### src/rtl/core/sltab_pkg.sv
package sltab_pkg;

    // List geometry.
    localparam int CAPACITY = 16;
    localparam int IDX_W    = $clog2(CAPACITY);
    localparam int CNT_W    = $clog2(CAPACITY + 1);
    localparam int COORD_W  = 16;
    localparam int PAIR_W   = 2 * COORD_W;
    localparam int CMD_W    = 3;

    // Command codes.
    localparam logic [CMD_W-1:0] CMD_CLEAR  = 3'd0;
    localparam logic [CMD_W-1:0] CMD_INSERT = 3'd1;
    localparam logic [CMD_W-1:0] CMD_DELETE = 3'd2;
    localparam logic [CMD_W-1:0] CMD_READ   = 3'd3;
    localparam logic [CMD_W-1:0] CMD_LOCATE = 3'd4;
    localparam logic [CMD_W-1:0] CMD_PRED   = 3'd5;
    localparam logic [CMD_W-1:0] CMD_SUCC   = 3'd6;

    // Sequencer states.
    typedef enum logic [2:0] {
        ST_IDLE,
        ST_READ,
        ST_MOVE,
        ST_PUT,
        ST_SCAN,
        ST_NEXT,
        ST_DONE
    } state_t;

    // One command word as it enters the engine.
    typedef struct packed {
        logic [CMD_W-1:0]  op;
        logic [IDX_W-1:0]  pos;
        logic [PAIR_W-1:0] key;
    } cmd_t;

    // One result word as it leaves the engine.
    typedef struct packed {
        logic              ok;
        logic [PAIR_W-1:0] pair;
        logic [IDX_W-1:0]  fidx;
        logic [CNT_W-1:0]  len;
        logic              empty;
    } res_t;

endpackage

### src/rtl/core/sltab_ram.sv
module sltab_ram #(
    parameter int WIDTH = 32,
    parameter int DEPTH = 16
) (
    input  logic                     clk,
    input  logic                     wr_en,
    input  logic [$clog2(DEPTH)-1:0] wr_addr,
    input  logic [WIDTH-1:0]         wr_data,
    input  logic [$clog2(DEPTH)-1:0] rd_addr,
    output logic [WIDTH-1:0]         rd_data
);

    logic [WIDTH-1:0] mem [DEPTH];

    // Single write port.
    always_ff @(posedge clk)
    begin
        if (wr_en)
        begin
            mem[wr_addr] <= wr_data;
        end
    end

    // Registered read port, read every cycle.
    always_ff @(posedge clk)
    begin
        rd_data <= mem[rd_addr];
    end

endmodule

### src/rtl/core/sltab_engine.sv
module sltab_engine (
    input  logic              clk,
    input  logic              rst_n,
    input  logic              start,
    input  sltab_pkg::cmd_t   cmd,
    output logic              busy,
    output logic              res_vld,
    input  logic              res_take,
    output sltab_pkg::res_t   res
);

    localparam logic [sltab_pkg::CNT_W-1:0] CAP_CNT =
        sltab_pkg::CNT_W'(sltab_pkg::CAPACITY);
    localparam logic [sltab_pkg::CNT_W-1:0] ONE_CNT = sltab_pkg::CNT_W'(1);
    localparam logic [sltab_pkg::IDX_W-1:0] ONE_IDX = sltab_pkg::IDX_W'(1);

    sltab_pkg::state_t state_reg, state_next;

    logic [sltab_pkg::CMD_W-1:0]  op_reg, op_next;
    logic [sltab_pkg::IDX_W-1:0]  pos_reg, pos_next;
    logic [sltab_pkg::PAIR_W-1:0] key_reg, key_next;
    logic [sltab_pkg::CNT_W-1:0]  cnt_reg, cnt_next;
    logic [sltab_pkg::CNT_W-1:0]  ptr_reg, ptr_next;
    logic                         iss_reg, iss_next;
    logic                         pend_reg, pend_next;
    logic [sltab_pkg::IDX_W-1:0]  pidx_reg, pidx_next;
    logic [sltab_pkg::PAIR_W-1:0] prev_reg, prev_next;
    logic                         ok_reg, ok_next;
    logic [sltab_pkg::PAIR_W-1:0] pair_reg, pair_next;
    logic [sltab_pkg::IDX_W-1:0]  fidx_reg, fidx_next;

    logic                         wr_en;
    logic [sltab_pkg::IDX_W-1:0]  wr_addr;
    logic [sltab_pkg::PAIR_W-1:0] wr_data;
    logic [sltab_pkg::IDX_W-1:0]  rd_addr;
    logic [sltab_pkg::PAIR_W-1:0] rd_data;
    logic                         key_hit;
    logic                         move_last;
    logic [sltab_pkg::CNT_W-1:0]  pos_ext;

    // Entry store: one write and one registered read per cycle.
    sltab_ram #(
        .WIDTH (sltab_pkg::PAIR_W),
        .DEPTH (sltab_pkg::CAPACITY)
    ) u_ram (
        .clk     (clk),
        .wr_en   (wr_en),
        .wr_addr (wr_addr),
        .wr_data (wr_data),
        .rd_addr (rd_addr),
        .rd_data (rd_data)
    );

    // Shared compare unit: the entry just read against the search key.
    assign key_hit = (rd_data == key_reg);

    // The read address comes from the new word at start, else from the walk pointer.
    assign rd_addr = (state_reg == sltab_pkg::ST_IDLE) ? cmd.pos
                                                       : ptr_reg[sltab_pkg::IDX_W-1:0];

    assign pos_ext = {1'b0, pos_reg};

    // Insert walks down to the target slot; delete walks up to the tail.
    assign move_last = (op_reg == sltab_pkg::CMD_INSERT)
                       ? (ptr_reg == pos_ext)
                       : (ptr_reg == cnt_reg - ONE_CNT);

    assign busy    = (state_reg != sltab_pkg::ST_IDLE);
    assign res_vld = (state_reg == sltab_pkg::ST_DONE);

    always_comb
    begin
        res.ok    = ok_reg;
        res.pair  = pair_reg;
        res.fidx  = fidx_reg;
        res.len   = cnt_reg;
        res.empty = (cnt_reg == '0);
    end

    // Sequencer state and control registers.
    always_ff @(posedge clk or negedge rst_n)
    begin
        if (!rst_n)
        begin
            state_reg <= sltab_pkg::ST_IDLE;
            cnt_reg   <= '0;
            ptr_reg   <= '0;
            iss_reg   <= 1'b0;
            pend_reg  <= 1'b0;
        end
        else
        begin
            state_reg <= state_next;
            cnt_reg   <= cnt_next;
            ptr_reg   <= ptr_next;
            iss_reg   <= iss_next;
            pend_reg  <= pend_next;
        end
    end

    // Command and result payload registers.
    always_ff @(posedge clk)
    begin
        op_reg   <= op_next;
        pos_reg  <= pos_next;
        key_reg  <= key_next;
        pidx_reg <= pidx_next;
        prev_reg <= prev_next;
        ok_reg   <= ok_next;
        pair_reg <= pair_next;
        fidx_reg <= fidx_next;
    end

    // Next state and datapath control.
    always_comb
    begin
        state_next = state_reg;
        op_next    = op_reg;
        pos_next   = pos_reg;
        key_next   = key_reg;
        cnt_next   = cnt_reg;
        ptr_next   = ptr_reg;
        iss_next   = iss_reg;
        pend_next  = pend_reg;
        pidx_next  = pidx_reg;
        prev_next  = prev_reg;
        ok_next    = ok_reg;
        pair_next  = pair_reg;
        fidx_next  = fidx_reg;
        wr_en      = 1'b0;
        wr_addr    = pidx_reg;
        wr_data    = rd_data;

        case (state_reg)
            sltab_pkg::ST_IDLE:
            begin
                if (start)
                begin
                    op_next    = cmd.op;
                    pos_next   = cmd.pos;
                    key_next   = cmd.key;
                    ok_next    = 1'b0;
                    pair_next  = '0;
                    fidx_next  = '0;
                    pend_next  = 1'b0;
                    state_next = sltab_pkg::ST_DONE;
                    case (cmd.op)
                        sltab_pkg::CMD_CLEAR:
                        begin
                            cnt_next = '0;
                            ok_next  = 1'b1;
                        end
                        sltab_pkg::CMD_INSERT:
                        begin
                            if (cnt_reg < CAP_CNT && {1'b0, cmd.pos} <= cnt_reg)
                            begin
                                if ({1'b0, cmd.pos} == cnt_reg)
                                begin
                                    // Append: nothing to move.
                                    state_next = sltab_pkg::ST_PUT;
                                end
                                else
                                begin
                                    ptr_next   = cnt_reg - ONE_CNT;
                                    iss_next   = 1'b1;
                                    state_next = sltab_pkg::ST_MOVE;
                                end
                            end
                        end
                        sltab_pkg::CMD_DELETE,
                        sltab_pkg::CMD_READ:
                        begin
                            if ({1'b0, cmd.pos} < cnt_reg)
                            begin
                                state_next = sltab_pkg::ST_READ;
                            end
                        end
                        sltab_pkg::CMD_LOCATE,
                        sltab_pkg::CMD_PRED,
                        sltab_pkg::CMD_SUCC:
                        begin
                            if (cnt_reg != '0)
                            begin
                                ptr_next   = '0;
                                state_next = sltab_pkg::ST_SCAN;
                            end
                        end
                        default:
                        begin
                            state_next = sltab_pkg::ST_DONE;
                        end
                    endcase
                end
            end

            sltab_pkg::ST_READ:
            begin
                // The addressed entry is on the read port now.
                pair_next  = rd_data;
                ok_next    = 1'b1;
                state_next = sltab_pkg::ST_DONE;
                if (op_reg == sltab_pkg::CMD_DELETE)
                begin
                    if (pos_ext + ONE_CNT < cnt_reg)
                    begin
                        ptr_next   = pos_ext + ONE_CNT;
                        iss_next   = 1'b1;
                        state_next = sltab_pkg::ST_MOVE;
                    end
                    else
                    begin
                        cnt_next = cnt_reg - ONE_CNT;
                    end
                end
            end

            sltab_pkg::ST_MOVE:
            begin
                // Write back the entry read last cycle one slot over.
                if (pend_reg)
                begin
                    wr_en   = 1'b1;
                    wr_addr = (op_reg == sltab_pkg::CMD_INSERT) ? pidx_reg + ONE_IDX
                                                                : pidx_reg - ONE_IDX;
                end
                // Read the next source entry while the write goes on.
                if (iss_reg)
                begin
                    pend_next = 1'b1;
                    pidx_next = ptr_reg[sltab_pkg::IDX_W-1:0];
                    if (move_last)
                    begin
                        iss_next = 1'b0;
                    end
                    else if (op_reg == sltab_pkg::CMD_INSERT)
                    begin
                        ptr_next = ptr_reg - ONE_CNT;
                    end
                    else
                    begin
                        ptr_next = ptr_reg + ONE_CNT;
                    end
                end
                else
                begin
                    pend_next = 1'b0;
                    if (op_reg == sltab_pkg::CMD_INSERT)
                    begin
                        state_next = sltab_pkg::ST_PUT;
                    end
                    else
                    begin
                        cnt_next   = cnt_reg - ONE_CNT;
                        state_next = sltab_pkg::ST_DONE;
                    end
                end
            end

            sltab_pkg::ST_PUT:
            begin
                wr_en      = 1'b1;
                wr_addr    = pos_reg;
                wr_data    = key_reg;
                cnt_next   = cnt_reg + ONE_CNT;
                ok_next    = 1'b1;
                state_next = sltab_pkg::ST_DONE;
            end

            sltab_pkg::ST_SCAN:
            begin
                // Keep one read in flight ahead of the compare.
                if (ptr_reg < cnt_reg)
                begin
                    ptr_next  = ptr_reg + ONE_CNT;
                    pend_next = 1'b1;
                    pidx_next = ptr_reg[sltab_pkg::IDX_W-1:0];
                end
                else
                begin
                    pend_next = 1'b0;
                end

                if (pend_reg && key_hit)
                begin
                    state_next = sltab_pkg::ST_DONE;
                    case (op_reg)
                        sltab_pkg::CMD_LOCATE:
                        begin
                            ok_next   = 1'b1;
                            fidx_next = pidx_reg;
                        end
                        sltab_pkg::CMD_PRED:
                        begin
                            if (pidx_reg != '0)
                            begin
                                ok_next   = 1'b1;
                                pair_next = prev_reg;
                                fidx_next = pidx_reg;
                            end
                        end
                        default:
                        begin
                            // Successor: the following entry is already being read.
                            if ({1'b0, pidx_reg} + ONE_CNT < cnt_reg)
                            begin
                                fidx_next  = pidx_reg;
                                state_next = sltab_pkg::ST_NEXT;
                            end
                        end
                    endcase
                end
                else
                begin
                    if (pend_reg)
                    begin
                        prev_next = rd_data;
                    end
                    if (ptr_reg >= cnt_reg)
                    begin
                        // Last entry compared without a match.
                        state_next = sltab_pkg::ST_DONE;
                    end
                end
            end

            sltab_pkg::ST_NEXT:
            begin
                pend_next  = 1'b0;
                pair_next  = rd_data;
                ok_next    = 1'b1;
                state_next = sltab_pkg::ST_DONE;
            end

            sltab_pkg::ST_DONE:
            begin
                if (res_take)
                begin
                    state_next = sltab_pkg::ST_IDLE;
                end
            end

            default:
            begin
                state_next = sltab_pkg::ST_IDLE;
            end
        endcase
    end

endmodule

### src/rtl/core/sequential_list_table_core.sv
// Steps: clear and rejected commands go straight to the output word; read fetches the entry;
// delete fetches it and shifts the later entries down a slot; insert shifts the entries from
// the tail to the position up a slot, then writes the pair; searches scan from the front.
// Throughput: one word at a time; the entry walk moves one entry per cycle through the
// single read port and single write port of the entry store.
// Reset: asynchronous, active low; the list is empty and no output word is pending.
module sequential_list_table_core (
    input  logic                                 clk,
    input  logic                                 rst_n,
    input  logic                                 in_valid,
    output logic                                 in_stall,
    input  logic [sltab_pkg::CMD_W-1:0]          command,
    input  logic [sltab_pkg::IDX_W-1:0]          position,
    input  logic signed [sltab_pkg::COORD_W-1:0] coord_x,
    input  logic signed [sltab_pkg::COORD_W-1:0] coord_y,
    output logic                                 out_valid,
    input  logic                                 out_stall,
    output logic                                 ok,
    output logic signed [sltab_pkg::COORD_W-1:0] out_x,
    output logic signed [sltab_pkg::COORD_W-1:0] out_y,
    output logic [sltab_pkg::IDX_W-1:0]          found_index,
    output logic [sltab_pkg::CNT_W-1:0]          list_length,
    output logic                                 is_empty
);

    sltab_pkg::cmd_t cmd;
    sltab_pkg::res_t res;
    sltab_pkg::res_t res_out_reg;
    logic            start;
    logic            busy;
    logic            res_vld;
    logic            res_load;
    logic            out_valid_reg, out_valid_next;

    // Input word.
    assign start    = in_valid && !in_stall;
    assign in_stall = busy;

    always_comb
    begin
        cmd.op  = command;
        cmd.pos = position;
        cmd.key = {coord_x, coord_y};
    end

    sltab_engine u_engine (
        .clk      (clk),
        .rst_n    (rst_n),
        .start    (start),
        .cmd      (cmd),
        .busy     (busy),
        .res_vld  (res_vld),
        .res_take (res_load),
        .res      (res)
    );

    // Output register: loads when empty or when its word is taken.
    assign res_load       = res_vld && (!out_valid_reg || !out_stall);
    assign out_valid_next = res_load || (out_valid_reg && out_stall);

    always_ff @(posedge clk or negedge rst_n)
    begin
        if (!rst_n)
        begin
            out_valid_reg <= 1'b0;
        end
        else
        begin
            out_valid_reg <= out_valid_next;
        end
    end

    always_ff @(posedge clk)
    begin
        if (res_load)
        begin
            res_out_reg <= res;
        end
    end

    assign out_valid   = out_valid_reg;
    assign ok          = res_out_reg.ok;
    assign out_x       = res_out_reg.pair[sltab_pkg::PAIR_W-1:sltab_pkg::COORD_W];
    assign out_y       = res_out_reg.pair[sltab_pkg::COORD_W-1:0];
    assign found_index = res_out_reg.fidx;
    assign list_length = res_out_reg.len;
    assign is_empty    = res_out_reg.empty;

    // An accepted word keeps the engine busy on the next cycle.
    a_accept_busy: assert property (@(posedge clk) disable iff (!rst_n)
        start |=> in_stall)
        else $error("engine not busy after an accepted word");

    // A finished result is never shown while the engine still takes input.
    a_done_stalls: assert property (@(posedge clk) disable iff (!rst_n)
        res_vld |-> in_stall)
        else $error("input accepted while a result is pending");

    // The reported length stays within capacity and agrees with the empty flag.
    a_len_range: assert property (@(posedge clk) disable iff (!rst_n)
        out_valid |-> (list_length <= sltab_pkg::CNT_W'(sltab_pkg::CAPACITY))
                      && (is_empty == (list_length == '0)))
        else $error("list length out of range or empty flag wrong");

    // A failed command returns no pair and no index.
    a_fail_zero: assert property (@(posedge clk) disable iff (!rst_n)
        (out_valid && !ok) |-> (out_x == '0) && (out_y == '0) && (found_index == '0))
        else $error("failed command returned a pair or an index");

endmodule

### config.mk
export PLATFORM = sky130hd
export DESIGN_NAME = sequential_list_table_core
export DESIGN_NICKNAME = d
export VERILOG_FILES = /design/src/rtl/core/sltab_pkg.sv /design/src/rtl/core/sltab_ram.sv /design/src/rtl/core/sltab_engine.sv /design/src/rtl/core/sequential_list_table_core.sv
export SDC_FILE = /design/constraint.sdc
export NUM_CORES = 1
export LEC_CHECK = 0
export BUFFER_PORTS_ARGS = -buffer_cell sky130_fd_sc_hd__buf_2
export CAP_MARGIN = 25
export CORE_ASPECT_RATIO = 1.5
export CORE_MARGIN = 1.5
export CORE_UTILIZATION = 45
export CTS_BUF_LIST = sky130_fd_sc_hd__clkbuf_8 sky130_fd_sc_hd__clkbuf_16
export DETAILED_ROUTE_END_ITERATION = 8
export PLACE_DENSITY_LB_ADDON = 0.25
export SYNTH_ARGS = -nofsm -noshare
export SYNTH_HDL_FRONTEND = slang
export SYNTH_SLANG_ARGS = --single-unit
export TNS_END_PERCENT = 10
### constraint.sdc
create_clock -name clk -period 8.3 [get_ports clk]
set_input_delay 1.66 -clock clk [delete_from_list [all_inputs] [get_ports clk]]
set_output_delay 1.66 -clock clk [all_outputs]
set_load 0.05 [all_outputs]
==> metrics.txt, run 1 <==
Worst Setup End Kind=flop; clock tree from TritonCTS=yes; Core ar.=62200 um^2; outcome=complete, no violations; max cap viols=0; Peak supply drop=0.308 mV; slack of the worst reg-to-reg path=3.89 ns; RSZ-0062 raised after global routing=false; cell-internal power=8.40 mW; leading post-synthesis cells by instance count=sky130_fd_sc_hd__edfxtp_1 (667), sky130_fd_sc_hd__nand2_1 (193), sky130_fd_sc_hd__mux4_2 (128); placer congestion estimate=0.891; fmax=227 MHz; initial antenna violation count=0; arrival time reported for the critical path endpoint=4.65 ns; IO Count=88; Top reg by flops=u_engine.u_ram.mem; count of antenna diodes in the layout=0; Top FF cell, synth=sky130_fd_sc_hd__edfxtp_1; Slew Viols, Final=0; overall fraction of global-route tracks in use=21.3%; number of global-route vias before repair=15.3k; skew final=0.0277 ns; detailed router's first-iteration violation count=1345; required time of the worst setup path=8.55 ns; static leakage=10.8 nW; net switching fraction of the power=34.4%; root buffer cell=sky130_fd_sc_hd__clkbuf_16; Setup Viol. Count Final=0; Pwr Density=399 nW/um^2; count of instances resized after the clock tree is built=0; synthesized netlist net count=1651; Initial Utilization=45.5%; post-place instance area=29800 um^2; # DRC=0; Non-Filler Cell Area, Final=32100 um^2; sequential cell area fraction in the yosys report=74.5%; number of buffers inserted by post-CTS setup repair=0; H-Tree Level Count=3; number of storage elements in the synthesis netlist=715; dominant cells by area after synthesis=sky130_fd_sc_hd__edfxtp_1 (71%), sky130_fd_sc_hd__mux4_2 (10%), sky130_fd_sc_hd__nand2_1 (2.6%); Largest register FFs=512; setup total negative slack=0 ns; slew of the pin with the lowest slew margin=1.04 ns; Synth top area share=70.8%; number of routed nets with antenna violations=0; routed len/inst=26.5 um; Die Span Y=310 um; Netlist cell types=63; number of clock sinks=715; number of cells produced by synthesis=1581; net total in the final layout=1760; RR Startpoint=u_engine.op_reg[2]; Row Count=112; sum of net half-perimeters after detailed placement=38400 um; cell area after synthesis=28300 um^2; cell with the most instances after synthesis=sky130_fd_sc_hd__edfxtp_1; largest net degree at the start of global routing=129; number of endpoints with negative hold slack in the final report=0; crit path max fanout=23; reg2reg path depth=10; net switching power figure=4.41 mW; cell taking the most area after synthesis=sky130_fd_sc_hd__edfxtp_1; mean area per synthesized cell=17.9 um^2; number of buffer cells added on primary ports=87; Flop pwr share=42.5%; number of buffers created by CTS=68; final period demand of the worst path=4.41 ns; number of enable-type register cells in the synthesized netlist=667; number of instances on the worst hold path=0; origin of the worst setup path=u_engine.op_reg[2]; Hold/Removal Path Class=reg2reg; endpoint of the most critical register-to-register path=u_engine.u_ram.mem[6][17]; fraction of final layout cells sized beyond drive strength 1=21.7%; number of hold-repair buffers added at the cts stage=0; number of warnings printed during yosys synthesis=0; ratio of routed vias to standard cells=5.88; vias=14.9k; Skew-Pair Late Insertion Delay=0.62 ns; final clock period utilization by the worst path=53.1%; clock transition at the registers of the reported paths=0.07 ns; detailed-router iteration count before antenna repair=5; part of the power in combinational logic=33.0%; Die X-Extent=208 um; worst hold start=u_engine.pair_reg[27]; worst setup path category=reg2reg; maximum buffer depth of the clock tree=3; end point of the worst hold path=out_x[11]; proportion of power drawn by the clock network=24.4%; aggregate global routing overflow=0; async set-reset flop share out of synthesis=2.24%; die area=64400 um^2; synthesis-to-layout area growth=13.4%; Final Routed Wirelength=67300 um; relative max-transition margin=30.7%; startpoint type of the worst setup path=flop; first-pass GRT wire length=99800 um
placed cells by master, fill, tap and decap left out, types with 33 or more instances in the layout:
cell	instances
sky130_fd_sc_hd__a211oi_1	35
sky130_fd_sc_hd__a22o_1	34
sky130_fd_sc_hd__a31oi_1	35
sky130_fd_sc_hd__and2_1	33
sky130_fd_sc_hd__buf_2	87
sky130_fd_sc_hd__clkbuf_16	72
sky130_fd_sc_hd__edfxtp_1	667
sky130_fd_sc_hd__inv_1	33
sky130_fd_sc_hd__mux4_2	128
sky130_fd_sc_hd__nand2_1	191
sky130_fd_sc_hd__nor2_1	38
sky130_fd_sc_hd__xnor2_1	40
power groups by stage:
stage                     logic (mW)  registers (mW)  clock network, mW
after global placement          4.18            5.49                  0
after floorplan                 2.78            5.64                  0
after CTS                       4.27            5.44               3.19
after detailed placement        4.25            5.52                  0
after global routing            4.58            5.50               3.33
final                           4.23            5.44               3.13
per-stage QoR:
step	power [mW]	hold WS, ns	setup WS, ns	std cells	util (%)
after global placement	9.67	0.401	3.71	2415	47.8
after CTS	12.9	0.421	3.90	2540	51.5
final	12.8	0.419	3.89	2541	51.6
after global routing	13.4	0.420	3.70	2541	51.6
after floorplan	8.42	0.400	3.48	1581	-
after detailed placement	9.77	0.405	3.67	2417	47.9
worst max-delay path: stages, from the launching register on:
cell and delay, ns:
sky130_fd_sc_hd__edfxtp_1 0.41, sky130_fd_sc_hd__or3b_1 0.67, sky130_fd_sc_hd__ha_1 0.38, sky130_fd_sc_hd__a21o_1 0.17, sky130_fd_sc_hd__a21oi_1 0.16, sky130_fd_sc_hd__xnor2_1 0.13, sky130_fd_sc_hd__nand2_1 0.09, sky130_fd_sc_hd__mux2i_1 0.20
sky130_fd_sc_hd__o21ai_1 0.29, sky130_fd_sc_hd__nor3_2 0.93, sky130_fd_sc_hd__buf_4 0.58
layer usage:
layer / track usage [%] / up-vias / share of wire, %
li1: - / 6478 / -
met1: 26.0 / 7805 / 38
met2: 37.6 / 515 / 52
met3: 3.07 / 143 / 5.6
met4: 9.74 / 0 / 3.8
met5: 0 / - / 0
logic make-up (layout without fill, tap and decap cells):
family / count (synthesis) / count (layout) / synth area share, %
adder cells (fa/ha/maj): 27 / 27 / 1.22
buffers and inverters: 94 / 256 / 1.42
multiplexers: 141 / 141 / 10.7
AND/OR/NAND/NOR: 363 / 363 / 5.93
XOR/XNOR: 48 / 48 / 1.49
AO/OA/AOI/OAI: 193 / 193 / 4.84
flip-flops: 715 / 715 / 74.5
worst max path at each step:
stage,end,cells after the start
floorplan,u_engine.u_ram.mem[10][0],10
global placement,u_engine.u_ram.rd_data[7],8
CTS,u_engine.u_ram.mem[6][9],10
global route,u_engine.u_ram.mem[6][14],10
detailed placement,u_engine.u_ram.rd_data[10],8
finish,u_engine.u_ram.mem[6][17],10
area by class of cell:
type | instances | area (um^2)
fill | 5022 | 30100
sequential | 715 | 21100
multi-input combinational | 772 | 6980
clock buffer | 78 | 1880
tap | 798 | 998
timing repair buffer | 116 | 716
clock inverter | 45 | 378
inverter | 17 | 63.8
Note: power is estimated with default switching activity, not from simulation.
==> run 2, diff against run 1 <==
==> constraint.sdc (replaced) <==
create_clock -name clk -period 3.8 [get_ports clk]
set_input_delay 0.76 -clock clk [delete_from_list [all_inputs] [get_ports clk]]
set_output_delay 0.76 -clock clk [all_outputs]
set_load 0.05 [all_outputs]
==> run 2 against run 1 <==
Compared with the run above:
- non-clock buffer count increased by 49
- total power is 130% higher
- worst setup slack got worse by 3.4 ns
- maximum frequency up 32%
- critical path depth did not move
- die area did not move
- global-route usage rose by 0.32 points
- critical endpoint is now u_engine.u_ram.mem[5][7]
==> metrics.txt, run 2 (synthesis results as in run 1) <==
maximum buffer depth of the clock tree=3; Setup Viol. Count Final=0; slew of the pin with the lowest slew margin=0.794 ns; Worst Setup End Kind=flop; synthesis-to-layout area growth=16.0%; PnR worst setup slack=0.453 ns; Pwr Density=884 nW/um^2; final clock period utilization by the worst path=88.1%; detailed router's first-iteration violation count=1526; H-Tree Level Count=3; fraction of final layout cells sized beyond drive strength 1=24.3%; RSZ-0062 raised after global routing=false; Skew-Pair Late Insertion Delay=0.62 ns; count of instances resized after the clock tree is built=0; Die Span Y=310 um; count of antenna diodes in the layout=0; Top reg by flops=u_engine.u_ram.mem; clock tree from TritonCTS=yes; detailed-router iteration count before antenna repair=5; net switching power figure=10.2 mW; number of global-route vias before repair=15.5k; overall fraction of global-route tracks in use=21.6%; net switching fraction of the power=35.0%; Core ar.=62200 um^2; routed len/inst=26.4 um; arrival time reported for the critical path endpoint=3.65 ns; die area=64400 um^2; number of endpoints with negative hold slack in the final report=0; largest net degree at the start of global routing=38; Row Count=112; number of buffers inserted by post-CTS setup repair=0; number of clock sinks=715; part of the power in combinational logic=35.2%; outcome=complete, no violations; most frequent cells in the layout=sky130_fd_sc_hd__edfxtp_1 (667), sky130_fd_sc_hd__nand2_1 (191), sky130_fd_sc_hd__mux4_2 (128), sky130_fd_sc_hd__buf_2 (87), sky130_fd_sc_hd__clkbuf_16 (71); static leakage=11.1 nW; Final Routed Wirelength=68400 um; Non-Filler Cell Area, Final=32800 um^2; count of filler cells inserted in the layout=4972; ratio of routed vias to standard cells=5.83; root buffer cell=sky130_fd_sc_hd__clkbuf_16; Hold/Removal Path Class=in2async; most common cell after layout, fill and taps aside=sky130_fd_sc_hd__edfxtp_1; required time of the worst setup path=4.11 ns; clock transition at the registers of the reported paths=0.07 ns; startpoint type of the worst setup path=flop; placer congestion estimate=0.867; Largest register FFs=512; Flop pwr share=40.6%; proportion of power drawn by the clock network=24.2%; first-pass GRT wire length=101000 um; worst setup path category=reg2reg; # DRC=0; IO Count=88; crit path max fanout=10; skew final=0.0310 ns; Initial Utilization=45.5%; post-place instance area=30500 um^2; sum of net half-perimeters after detailed placement=44500 um; net total in the final layout=1809; number of buffers created by CTS=68; vias=15.1k; initial antenna violation count=0; number of buffer cells added on primary ports=87; fmax=299 MHz; worst slack at placement=0.478 ns; Slew Viols, Final=0; max cap viols=0; number of routed nets with antenna violations=0; number of hold-repair buffers added at the cts stage=0; Peak supply drop=0.420 mV; Die X-Extent=208 um; final period demand of the worst path=3.35 ns; cell-internal power=18.9 mW; final non-filler cell total=2590; aggregate global routing overflow=0; cell total after placement=2467; relative max-transition margin=46.9%
## run 2: cell count changes in the layout (fill, tap and decap cells not counted), sizes merged
cell	before	now
buf	116	165
bufinv	6	8
clkbuf	78	76
clkinvlp	1	3
clkinv	18	17
inv	37	36
## run 2: critical path, cell delays in order, from the launching register on
cell and delay [ns]:
sky130_fd_sc_hd__edfxtp_1 0.40, sky130_fd_sc_hd__or3b_1 0.42, sky130_fd_sc_hd__buf_4 0.20, sky130_fd_sc_hd__ha_1 0.32
sky130_fd_sc_hd__a21oi_1 0.17, sky130_fd_sc_hd__xnor2_1 0.14, sky130_fd_sc_hd__nand2_1 0.08, sky130_fd_sc_hd__mux2i_1 0.22
sky130_fd_sc_hd__o21a_1 0.48, sky130_fd_sc_hd__and3_2 0.37, sky130_fd_sc_hd__buf_4 0.24
## run 2: final cells by class
| class | count | area [um^2] | share of cell area (%) |
|---|---|---|---|
| flip-flops and latches | 715 | 21100 | 64.2 |
| multi-input cells | 772 | 7000 | 21.3 |
| inverters | 17 | 63.8 | 0.194 |
| well taps | 798 | 998 | 3.04 |
| clock buffers | 76 | 1850 | 5.62 |
| repair buffers | 165 | 1370 | 4.18 |
| clock inverters | 47 | 483 | 1.47 |
## run 2: worst paths after layout
kind / start / endpoint / slack, ns / cells past startpoint
max in group asynchronous: rst_n / u_engine.ptr_reg[0] / 3.37 / 1
worst min-delay path: rst_n / u_engine.cnt_reg[3] / 0.10 / 1
worst max-delay path: u_engine.op_reg[2] / u_engine.u_ram.mem[5][7] / 0.45 / 10
min in group clk: coord_x[2] / u_engine.key_reg[18] / 0.31 / 1
worst min register to register: u_engine.pair_reg[25] / out_x[9] / 0.42 / 0
worst max register to register: u_engine.op_reg[2] / u_engine.u_ram.mem[5][7] / 0.45 / 10
## run 2: stage by stage
step	setup TNS, ns	util, %	hold slack (ns)	power (mW)
floorplan	-22.10	-	0.400	18.4
global placement	0	49.0	0.402	22.0
detailed placement	0	49.0	0.405	22.2
CTS	0	52.8	0.0804	29.3
global route	0	52.8	0.112	30.3
finish	0	52.8	0.100	29.0
## run 2: layer usage
metal	wire length [um]	GRT usage, %	part of all wire, %
met1	28000	28.3	41
met2	34600	37.2	51
met3	3940	2.89	5.8
met4	1770	7.84	2.6
met5	0	0	0
## run 2: power by group through the flow
| stage | Combinational (mW) | Sequential, mW | Clock [mW] |
|---|---|---|---|
| 5_1_grt | 10.9 | 11.9 | 7.46 |
| 3_3_place_gp | 10.2 | 11.9 | 0 |
| 6_report | 10.2 | 11.8 | 7.02 |
| 2_1_floorplan | 6.09 | 12.3 | 0 |
| 4_1_cts | 10.3 | 11.8 | 7.16 |
| 3_5_place_dp | 10.3 | 12.0 | 0 |
